### src/sv/ribt_pkg.sv
`default_nettype none

package ribt_pkg;

  localparam int unsigned IntervalW = 16;
  localparam int unsigned DurationW = 11;
  localparam int unsigned LcgW      = 32;
  localparam int unsigned ElapsedW  = 14;
  localparam int unsigned CfgIdxW   = 2;

  localparam logic [LcgW-1:0] LcgMul    = 32'd1664525;
  localparam logic [LcgW-1:0] LcgAdd    = 32'd1013904223;
  localparam logic [LcgW-1:0] SeedSubst = 32'h9E37_79B9;

  localparam logic [ElapsedW-1:0]  ElapsedCap = 14'd10000;
  localparam logic [IntervalW-1:0] IntervalLo = 16'd250;
  localparam logic [IntervalW-1:0] IntervalHi = 16'd60000;
  localparam logic [DurationW-1:0] DurationLo = 11'd40;
  localparam logic [DurationW-1:0] DurationHi = 11'd2000;

  localparam logic [IntervalW-1:0] MinReset   = 16'd3500;
  localparam logic [IntervalW-1:0] MaxReset   = 16'd6500;
  localparam logic [DurationW-1:0] BlinkReset = 11'd120;

  localparam logic [CfgIdxW-1:0] RegMin   = 2'd0;
  localparam logic [CfgIdxW-1:0] RegMax   = 2'd1;
  localparam logic [CfgIdxW-1:0] RegBlink = 2'd2;
  localparam logic [CfgIdxW-1:0] RegSeed  = 2'd3;

  typedef struct packed {
    logic cfg_we;
    logic in_load;
    logic lcg_mul;
    logic lcg_add;
    logic scale;
    logic load_draw;
    logic flip;
    logic finish;
    logic out_load;
  } cmd_t;

  typedef struct packed {
    logic boundary;
    logic in_blink;
    logic out_free;
  } sts_t;

endpackage

`default_nettype wire

### src/sv/ribt_ctrl.sv
`default_nettype none

module ribt_ctrl (
  input  wire logic          clk_i,
  input  wire logic          rst_ni,
  input  wire logic          cfg_valid_i,
  output logic               cfg_ready_o,
  input  wire logic          in_valid_i,
  output logic               in_stall_o,
  input  wire ribt_pkg::sts_t sts_i,
  output ribt_pkg::cmd_t     cmd_o
);
  import ribt_pkg::*;

  localparam logic [2:0] StIdle  = 3'd0;
  localparam logic [2:0] StMul   = 3'd1;
  localparam logic [2:0] StAdd   = 3'd2;
  localparam logic [2:0] StScale = 3'd3;
  localparam logic [2:0] StLoad  = 3'd4;
  localparam logic [2:0] StStep  = 3'd5;
  localparam logic [2:0] StDone  = 3'd6;

  logic [2:0] state_q, state_d;
  logic       ret_step_q, ret_step_d;

  assign cfg_ready_o = (state_q == StIdle);
  assign in_stall_o  = (state_q != StIdle) | cfg_valid_i;

  always_comb begin
    state_d    = state_q;
    ret_step_d = ret_step_q;
    cmd_o      = '0;
    unique case (state_q)
      StIdle: begin
        if (cfg_valid_i) begin
          cmd_o.cfg_we = 1'b1;
          ret_step_d   = 1'b0;
          state_d      = StMul;
        end else if (in_valid_i) begin
          cmd_o.in_load = 1'b1;
          state_d       = StStep;
        end
      end
      StMul: begin
        cmd_o.lcg_mul = 1'b1;
        state_d       = StAdd;
      end
      StAdd: begin
        cmd_o.lcg_add = 1'b1;
        state_d       = StScale;
      end
      StScale: begin
        cmd_o.scale = 1'b1;
        state_d     = StLoad;
      end
      StLoad: begin
        cmd_o.load_draw = 1'b1;
        state_d         = ret_step_q ? StStep : StIdle;
      end
      StStep: begin
        if (sts_i.boundary) begin
          cmd_o.flip = 1'b1;
          if (sts_i.in_blink) begin
            ret_step_d = 1'b1;
            state_d    = StMul;
          end
        end else begin
          cmd_o.finish = 1'b1;
          state_d      = StDone;
        end
      end
      StDone: begin
        if (sts_i.out_free) begin
          cmd_o.out_load = 1'b1;
          state_d        = StIdle;
        end
      end
      default: state_d = StIdle;
    endcase
  end

  // first interval is drawn right after reset
  always_ff @(posedge clk_i or negedge rst_ni) begin
    if (!rst_ni) begin
      state_q    <= StMul;
      ret_step_q <= 1'b0;
    end else begin
      state_q    <= state_d;
      ret_step_q <= ret_step_d;
    end
  end

`ifndef NO_ASSERTIONS
  a_cfg_restarts : assert property (@(posedge clk_i) disable iff (!rst_ni)
    cmd_o.cfg_we |=> state_q == StMul && !ret_step_q)
    else $error("config write did not start a draw");
  a_no_dual_accept : assert property (@(posedge clk_i) disable iff (!rst_ni)
    !(cmd_o.cfg_we && cmd_o.in_load))
    else $error("config and input accepted together");
  a_load_returns : assert property (@(posedge clk_i) disable iff (!rst_ni)
    cmd_o.load_draw && ret_step_q |=> state_q == StStep)
    else $error("draw inside a step did not return to stepping");
`endif

endmodule

`default_nettype wire

### src/sv/ribt_dp.sv
`default_nettype none

module ribt_dp (
  input  wire logic                          clk_i,
  input  wire logic                          rst_ni,
  input  wire ribt_pkg::cmd_t                cmd_i,
  output ribt_pkg::sts_t                     sts_o,
  input  wire logic [ribt_pkg::CfgIdxW-1:0]  cfg_index_i,
  input  wire logic [ribt_pkg::LcgW-1:0]     cfg_data_i,
  input  wire logic [15:0]                   elapsed_ms_i,
  output logic                               out_valid_o,
  input  wire logic                          out_stall_i,
  output logic                               blinking_o,
  output logic [ribt_pkg::IntervalW-1:0]     remaining_ms_o,
  output logic                               toggled_o
);
  import ribt_pkg::*;

  logic [IntervalW-1:0] min_q, min_d, max_q, max_d;
  logic [DurationW-1:0] blink_q, blink_d;
  logic [LcgW-1:0]      lcg_q, prod_q;
  logic [IntervalW-1:0] scaled_q, phase_left_q;
  logic [ElapsedW-1:0]  elapsed_q;
  logic                 in_blink_q, flipped_q, out_valid_q;

  logic [IntervalW-1:0]         wr_iv;
  logic [DurationW-1:0]         wr_dur;
  logic [IntervalW-1:0]         span;
  logic [IntervalW+LcgW-9:0]    scale_prod;
  logic                         boundary;

  always_comb begin
    wr_iv = cfg_data_i[IntervalW-1:0];
    if (wr_iv < IntervalLo) wr_iv = IntervalLo;
    if (wr_iv > IntervalHi) wr_iv = IntervalHi;
    wr_dur = cfg_data_i[DurationW-1:0];
    if (wr_dur < DurationLo) wr_dur = DurationLo;
    if (wr_dur > DurationHi) wr_dur = DurationHi;
  end

  always_comb begin
    min_d   = min_q;
    max_d   = max_q;
    blink_d = blink_q;
    unique case (cfg_index_i)
      RegMin: begin
        min_d = wr_iv;
        max_d = (max_q < wr_iv) ? wr_iv : max_q;
      end
      RegMax:   max_d = (wr_iv < min_q) ? min_q : wr_iv;
      RegBlink: blink_d = wr_dur;
      RegSeed:  ;
      default:  ;
    endcase
  end

  assign span       = max_q - min_q;
  assign scale_prod = span * lcg_q[LcgW-1:8];
  assign boundary   = {{(IntervalW-ElapsedW){1'b0}}, elapsed_q} >= phase_left_q;

  assign sts_o.boundary = boundary;
  assign sts_o.in_blink = in_blink_q;
  assign sts_o.out_free = !out_valid_q || !out_stall_i;

  always_ff @(posedge clk_i or negedge rst_ni) begin
    if (!rst_ni) begin
      min_q       <= MinReset;
      max_q       <= MaxReset;
      blink_q     <= BlinkReset;
      lcg_q       <= SeedSubst;
      in_blink_q  <= 1'b0;
      out_valid_q <= 1'b0;
    end else begin
      if (cmd_i.cfg_we) begin
        min_q      <= min_d;
        max_q      <= max_d;
        blink_q    <= blink_d;
        in_blink_q <= 1'b0;
        if (cfg_index_i == RegSeed) begin
          lcg_q <= (cfg_data_i == '0) ? SeedSubst : cfg_data_i;
        end
      end
      if (cmd_i.lcg_add) lcg_q <= prod_q + LcgAdd;
      if (cmd_i.flip) in_blink_q <= !in_blink_q;
      if (cmd_i.out_load) begin
        out_valid_q <= 1'b1;
      end else if (!out_stall_i) begin
        out_valid_q <= 1'b0;
      end
    end
  end

  always_ff @(posedge clk_i) begin
    if (cmd_i.lcg_mul) prod_q <= lcg_q * LcgMul;
    if (cmd_i.scale) scaled_q <= scale_prod[IntervalW+LcgW-9 -: IntervalW];
    if (cmd_i.load_draw) phase_left_q <= min_q + scaled_q;
    if (cmd_i.in_load) begin
      elapsed_q <= (elapsed_ms_i > {{(16-ElapsedW){1'b0}}, ElapsedCap})
                   ? ElapsedCap : elapsed_ms_i[ElapsedW-1:0];
      flipped_q <= 1'b0;
    end
    if (cmd_i.flip) begin
      elapsed_q <= elapsed_q - phase_left_q[ElapsedW-1:0];
      flipped_q <= 1'b1;
      if (!in_blink_q) phase_left_q <= {{(IntervalW-DurationW){1'b0}}, blink_q};
    end
    if (cmd_i.finish) begin
      phase_left_q <= phase_left_q - {{(IntervalW-ElapsedW){1'b0}}, elapsed_q};
    end
    if (cmd_i.out_load) begin
      blinking_o     <= in_blink_q;
      remaining_ms_o <= phase_left_q;
      toggled_o      <= flipped_q;
    end
  end

  assign out_valid_o = out_valid_q;

`ifndef NO_ASSERTIONS
  a_order : assert property (@(posedge clk_i) disable iff (!rst_ni) max_q >= min_q)
    else $error("maximum interval below minimum");
  a_cross_nonzero : assert property (@(posedge clk_i) disable iff (!rst_ni)
    cmd_i.flip |-> phase_left_q != '0)
    else $error("crossing a zero-length phase");
  a_draw_range : assert property (@(posedge clk_i) disable iff (!rst_ni)
    cmd_i.load_draw |=> phase_left_q >= min_q && phase_left_q <= max_q)
    else $error("drawn interval out of range");
  a_no_overwrite : assert property (@(posedge clk_i) disable iff (!rst_ni)
    cmd_i.out_load |-> !out_valid_q || !out_stall_i)
    else $error("result register overwritten");
`endif

endmodule

`default_nettype wire

### src/sv/random_interval_blink_timer.sv
`default_nettype none

// Two-phase blink timer: an open phase of random length between the minimum
// and maximum interval, then a blink phase of fixed length. Each input beat
// carries elapsed milliseconds and yields one result beat. An accepted beat
// passes through a step state once for each phase crossing and once more to
// finish, then waits in a done state until its result beat can be loaded,
// before the next beat can be taken. Each crossing back to the open phase
// draws a new interval: the generator multiply, add and scaling multiply run
// one after another on the datapath. A stalled result beat holds the block
// in its done state. After reset and after any register write the block
// draws the first interval before it takes the next beat.
module random_interval_blink_timer (
  input  wire logic                          clk_i,
  input  wire logic                          rst_ni,
  input  wire logic                          cfg_valid_i,
  output logic                               cfg_ready_o,
  input  wire logic [ribt_pkg::CfgIdxW-1:0]  cfg_index_i,
  input  wire logic [ribt_pkg::LcgW-1:0]     cfg_data_i,
  input  wire logic                          in_valid_i,
  output logic                               in_stall_o,
  input  wire logic [15:0]                   elapsed_ms_i,
  output logic                               out_valid_o,
  input  wire logic                          out_stall_i,
  output logic                               blinking_o,
  output logic [15:0]                        remaining_ms_o,
  output logic                               toggled_o
);
  import ribt_pkg::*;

  cmd_t cmd;
  sts_t sts;

  ribt_ctrl u_ctrl (
    .clk_i       (clk_i),
    .rst_ni      (rst_ni),
    .cfg_valid_i (cfg_valid_i),
    .cfg_ready_o (cfg_ready_o),
    .in_valid_i  (in_valid_i),
    .in_stall_o  (in_stall_o),
    .sts_i       (sts),
    .cmd_o       (cmd)
  );

  ribt_dp u_dp (
    .clk_i          (clk_i),
    .rst_ni         (rst_ni),
    .cmd_i          (cmd),
    .sts_o          (sts),
    .cfg_index_i    (cfg_index_i),
    .cfg_data_i     (cfg_data_i),
    .elapsed_ms_i   (elapsed_ms_i),
    .out_valid_o    (out_valid_o),
    .out_stall_i    (out_stall_i),
    .blinking_o     (blinking_o),
    .remaining_ms_o (remaining_ms_o),
    .toggled_o      (toggled_o)
  );

endmodule

`default_nettype wire

### config.mk
export PLATFORM = sky130hd
export DESIGN_NAME = random_interval_blink_timer
export DESIGN_NICKNAME = d
export VERILOG_FILES = /design/src/sv/ribt_pkg.sv /design/src/sv/ribt_ctrl.sv /design/src/sv/ribt_dp.sv /design/src/sv/random_interval_blink_timer.sv
export SDC_FILE = /design/constraint.sdc
export NUM_CORES = 2
export LEC_CHECK = 0
export ABC_AREA = 1
export BUFFER_PORTS_ARGS = -buffer_cell sky130_fd_sc_hd__buf_2
export CAP_MARGIN = 20
export CORE_ASPECT_RATIO = 0.75
export CORE_MARGIN = 2
export CORE_UTILIZATION = 45
export CTS_BUF_LIST = sky130_fd_sc_hd__clkbuf_16
export DETAILED_ROUTE_END_ITERATION = 6
export SKIP_LAST_GASP = 1
export SYNTH_ARGS = -nofsm -noshare
export SYNTH_HDL_FRONTEND = slang
export SYNTH_SLANG_ARGS = --single-unit
### constraint.sdc
create_clock -name clk_i -period 8.4 [get_ports clk_i]
set_clock_uncertainty 0.05 [all_clocks]
set_input_delay 1.68 -clock clk_i [delete_from_list [all_inputs] [get_ports clk_i]]
set_output_delay 1.68 -clock clk_i [all_outputs]
set_load 0.01 [all_outputs]
---- Yosys cells after proc, flatten, opt, wreduce, memory -nomap -nowiden ----
Cells that the tools add are included.
operators by class
  add/sub/neg operators ................... 5
  bitwise operators ....................... 1
  equal/unequal tests ..................... 17
  multipliers ............................. 2
  order comparisons ....................... 8
  multiplexer cells ....................... 46
  reduce and logical (&&, ||, !) cells .... 20
operators by type and width
  cell                                                                               count
  16-bit two-way mux                                                                 8
  32-bit two-way mux                                                                 4
  14-bit two-way mux                                                                 3
  16-bit by 24-bit multiplier with 40-bit output                                     1
  32-bit by 30-bit adder with 32-bit output, second input constant                   1
  32-bit zero test                                                                   1
  16-bit less-than comparator                                                        2
  32-bit by 21-bit multiplier with 32-bit output, second input constant              1
  16-bit case mux with 2 select lines                                                1
  11-bit two-way mux                                                                 2
  3-bit case mux with 7 select lines                                                 1
  1-bit two-way mux                                                                  18
  3-bit two-way mux                                                                  6
  16-bit adder                                                                       1
  14-bit by 16-bit greater-or-equal comparator with 1-bit output                     1
  16-bit by 14-bit greater-than comparator with 1-bit output, second input constant  1
  16-bit greater-than comparator, second input constant                              1
  16-bit by 8-bit less-than comparator with 1-bit output, second input constant      1
  16-bit by 14-bit subtractor with 16-bit output                                     1
  16-bit subtractor                                                                  1
  14-bit subtractor                                                                  1
  2-bit nonzero test                                                                 6
  11-bit greater-than comparator, second input constant                              1
  11-bit by 6-bit less-than comparator with 1-bit output, second input constant      1
  19 further kinds                                                                   34
storage, ports and cells
  bits of input ports ..................... 55
  output and inout bits ................... 21
  bits in registers ....................... 178

---- Depth between registers and ports, before layout ----
  depth after elaboration ................. 7
  gate-level depth with buffers ........... 39
  mapped depth without buffers ............ 38

---- Hierarchy ----
From an unflattened synthesis, not the netlist that was laid out.
second synthesis, totals
  cell total of the unflattened synthesis .. 3625
  area total of the unflattened synthesis .. 29987.5 um^2
modules (own cells, without submodules)
  module     instances  cells each  area each (um^2)
  ribt_dp    1          3572        29637.2
  ribt_ctrl  1          53          350.3

---- Worst setup path after synthesis ----
Ideal clock, no wire load.
  kind .................................... register to register
  start ................................... register u_dp.max_q[0]
  end ..................................... register u_dp.scaled_q[11], data pin
  arrival ................................. 6723 ps
  cell stages (with the launch flop) ...... 37
  setup slack ............................. 1367 ps
  path through ............................ dfrtp_1 inv_1 ha_1 inv_1 fa_1 nand3_1 nand2_1 nand3_1 nand4_1 nand2_1 nand2_1 a21oi_1 inv_1 or2_2 nand2_1 buf_2 nor2_1 fa_1 fa_1 fa_1 fa_1 fa_1 inv_1 fa_1 inv_1 ha_1 a21oi_1 inv_1 a21oi_1 inv_1 a21oi_1 inv_1 a221oi_1 nand2_1 nand3_1 nand2_1 xor2_1
between the ends
  longest elaborated chain between the ends .. 2
RTL lines
  element                                         RTL line       source
  start: declaration                              ribt_dp.sv:19  logic [IntervalW-1:0] min_q, min_d, max_q, max_d;
  start signal: assignment                        ribt_dp.sv:68  max_q <= MaxReset;
  start signal: assignment                        ribt_dp.sv:76  max_q <= max_d;
  16-bit subtractor                               ribt_dp.sv:57  assign span = max_q - min_q;
  16-bit by 24-bit multiplier with 40-bit output  ribt_dp.sv:58  assign scale_prod = span * lcg_q[LcgW-1:8];
  net u_dp.scale_prod[35]                         ribt_dp.sv:29  logic [IntervalW+LcgW-9:0] scale_prod;
  end signal: assignment                          ribt_dp.sv:95  if (cmd_i.scale) scaled_q <= scale_prod[IntervalW+LcgW-9 -: IntervalW];
  end: declaration                                ribt_dp.sv:22  logic [IntervalW-1:0] scaled_q, phase_left_q;
The timed path passes the listed nets, and every way through them passes these cells.
A chain may end at the register's enable or synchronous reset.

---- Worst setup path in the final report ----
  start ................................... register u_dp.min_q[5]
  end ..................................... register u_dp.scaled_q[11], data pin
between the ends
  longest elaborated chain between the ends .. 2
RTL lines
  element                                         RTL line       source
  start: declaration                              ribt_dp.sv:19
  start signal: assignment                        ribt_dp.sv:67  min_q <= MinReset;
  start signal: assignment                        ribt_dp.sv:75  min_q <= min_d;
  16-bit subtractor                               ribt_dp.sv:57
  16-bit by 24-bit multiplier with 40-bit output  ribt_dp.sv:58
  net u_dp.scale_prod[35]                         ribt_dp.sv:29
The timed path passes the listed nets, and every way through them passes these cells.

==> results.json <==
{
  "status": "complete, no violations",
  "place_ws_ns": 0.286,
  "setup_viol": 0,
  "crit_required_ns": 8.55,
  "cpPeakStageDelay_ns": 0.68,
  "clkTransAtPathRegs_ns": 0.08,
  "track_usage": 0.276,
  "synth_nets": 4447,
  "fp.dieW_um": 302,
  "grt_pass1_wl_um": 144000,
  "async_flop_share": 0.455,
  "antenna_cells": 0,
  "cp.arrival_ns": 8.19,
  "antenna_found_initial": 0,
  "vias_per_cell": 5.33,
  "worstMarginPinSlew_ns": 0.966,
  "cts_buffer_depth": 2,
  "numCtsBuffers": 17,
  "hold_viol_final": 0,
  "cts_num_sinks": 178,
  "setup_ws_ns": 0.364,
  "syn_area_per_cell_um2": 8.34,
  "routed_wl_um": 91300,
  "ys_seq_area_frac": 0.161,
  "drive_above_1_share": 0.0803,
  "synth_seq_cells": 178,
  "drc": 0,
  "dr.pass1.iters": 7,
  "end_kind": "flip-flop",
  "grt_max_degree": 78,
  "routedWlPerCell_um": 20.1,
  "cts_hold_repair.buffers": 0,
  "gr-total-overflow": 0,
  "hold_class": "reg -> reg",
  "io_pins": 76,
  "ys.flop_type": "edfxtp_1",
  "instances_no_fill": 4545,
  "drtAntennaViolNets": 0,
  "tritoncts": "built",
  "maxSlewViolCount": 0,
  "maxCapViolCount": 0,
  "final.period_utilization": 0.957,
  "synthTopCellsByArea": "fa_1, ha_1, inv_1",
  "hpwl_um": 74900,
  "clk_latency_ns": 0.46,
  "drtIter0Drc": 2147,
  "htree_levels": 4,
  "numPortBuffers": 75,
  "rsz0062_at_grt": "false",
  "fp-row-count": 81,
  "synthCells": 3592,
  "cp_max_fo": 5,
  "nNetsFinal": 4516,
  "path_class": "reg -> reg",
  "vias": 24221,
  "syn_area_um2": 30000,
  "fmax_ghz": 0.124,
  "hold_slack_ns": 0.415,
  "synth_cell_types": 69,
  "routabilityCongestion": 0.973,
  "synth-edff-count": 80,
  "core_um2": 65600,
  "root_buffer": "clkbuf_16",
  "setup-tns-final_ns": 0,
  "die_h_um": 228,
  "yosys.area.top_type": "fa_1",
  "crit_slowest_cell": "fa_1",
  "synth_common_cells": "inv_1, nand2_1, fa_1",
  "yosysWarningCount": 0,
  "start_kind": "flip-flop",
  "final.min_clock_period_ns": 8.04,
  "grt_pass1_vias": 24208,
  "area_growth_pct": 7.44,
  "die-area_um2": 68700,
  "fill_cells": 6404,
  "dp_cells": 4505,
  "slew_headroom": 0.352,
  "start_util": 0.457,
  "synth_top_area_share": 0.295,
  "synth.most_common_cell": "inv_1"
}
cell usage in the layout, fill, tap and decap left out, drive strengths merged, types with 3 or more instances in the layout:
cell type  synthesis  routed
o21a               7       7
o21ai            160     160
o21bai             6       6
o22ai             14      14
a221oi             9       9
dfxtp             17      17
o211ai            14      14
clkbuf            67      17
o221ai            14      14
a211oi             9       9
xor2              59      59
nand3            110     110
o2111ai            5       5
edfxtp            80      80
clkinvlp           0       3
a21oi            173     173
a21boi             8       8
inv              839     843
fa               441     441
dfrtp             43      43
nand3b             4       4
nand2            643     643
clkinv             9      17
buf               24     141
a21o               6       6
dfstp             38      38
ha               359     359
nor4              14      14
xnor2             52      52
nand4             16      16
o31ai              7       7
or2               18      18
a31oi             16      16
nor3              36      36
nor2             258     258
through the flow:
| step | area, um^2 | utilization |
|---|---|---|
| floorplan | 30000 | - |
| global placement | 31500 | 0.480 |
| detailed placement | 31500 | 0.480 |
| CTS | 32100 | 0.489 |
| global route | 32200 | 0.491 |
| finish | 32200 | 0.491 |
cell type report:
cell class,count,area [um^2],share of cell area
multi-input combinational,2475,21600,0.672
sequential,178,4820,0.150
inverter,848,3190,0.0992
tap,871,1090,0.0338
timing repair buffer,141,901,0.0280
clock buffer,17,425,0.0132
clock inverter,15,150,0.00466
what timing repair did:
item | CTS | global route
buffers inserted | 0 | 6
endpoints found under the setup margin | 0 | 11
gates resized for setup | 0 | 9
path summary, 6_finish.rpt:
path,from,slack (ns),cells after the start,to
max in group asynchronous,rst_ni,6.36,3,u_dp.min_q[11]
hold reg to reg,u_dp.flipped_q,0.42,0,u_dp.toggled_o
min in group asynchronous,rst_ni,0.97,1,u_dp.lcg_q[6]
setup / recovery,u_dp.min_q[5],0.36,33,u_dp.scaled_q[11]
hold / removal,u_dp.flipped_q,0.42,0,u_dp.toggled_o
setup reg to reg,u_dp.min_q[5],0.36,33,u_dp.scaled_q[11]
worst max-delay path: cells and delay by family (launching register included):
family / cells / cell delay (ns)
compound gates: 6 / 0.96
fa+ha+maj: 8 / 3.73
xor+xnor: 1 / 0.14
buf+inv: 8 / 0.86
flops: 1 / 0.54
simple gates: 10 / 1.46
cell families (layout without fill, tap and decap cells):
family	Yosys count	after routing	share of synthesized area
simple gates	1106	1106	0.154
xor+xnor	111	111	0.0324
flops	178	178	0.161
compound gates	458	458	0.0891
fa+ha+maj	800	800	0.444
buf+inv	939	1021	0.119
state kept, by name (all words and copies together), names as in the netlist:
| signal | count |
|---|---|
| u_dp.toggled_o | 1 |
| u_dp.phase_left_q | 16 |
| u_dp.max_q | 16 |
| u_ctrl.state_q | 3 |
| u_dp.in_blink_q | 1 |
| u_dp.min_q | 16 |
| u_dp.remaining_ms_o | 16 |
| u_dp.out_valid_o | 1 |
| u_ctrl.ret_step_q | 1 |
| u_dp.elapsed_q | 14 |
| u_dp.blinking_o | 1 |
| u_dp.lcg_q | 32 |
| u_dp.flipped_q | 1 |
| u_dp.prod_q | 32 |
| u_dp.scaled_q | 16 |
| u_dp.blink_q | 11 |
layer usage:
layer	track usage	vias to the layer above	routed length (um)	share of wire
met2	0.391	959	36200	0.40
met4	0.0521	0	1710	0.019
met3	0.0612	111	8880	0.097
met5	0	-	0	0
li1	-	11304	-	-
met1	0.431	11847	44600	0.49
Power is not shown: default switching activity piles up to over one toggle a cycle in this logic, so the estimate is an artifact.
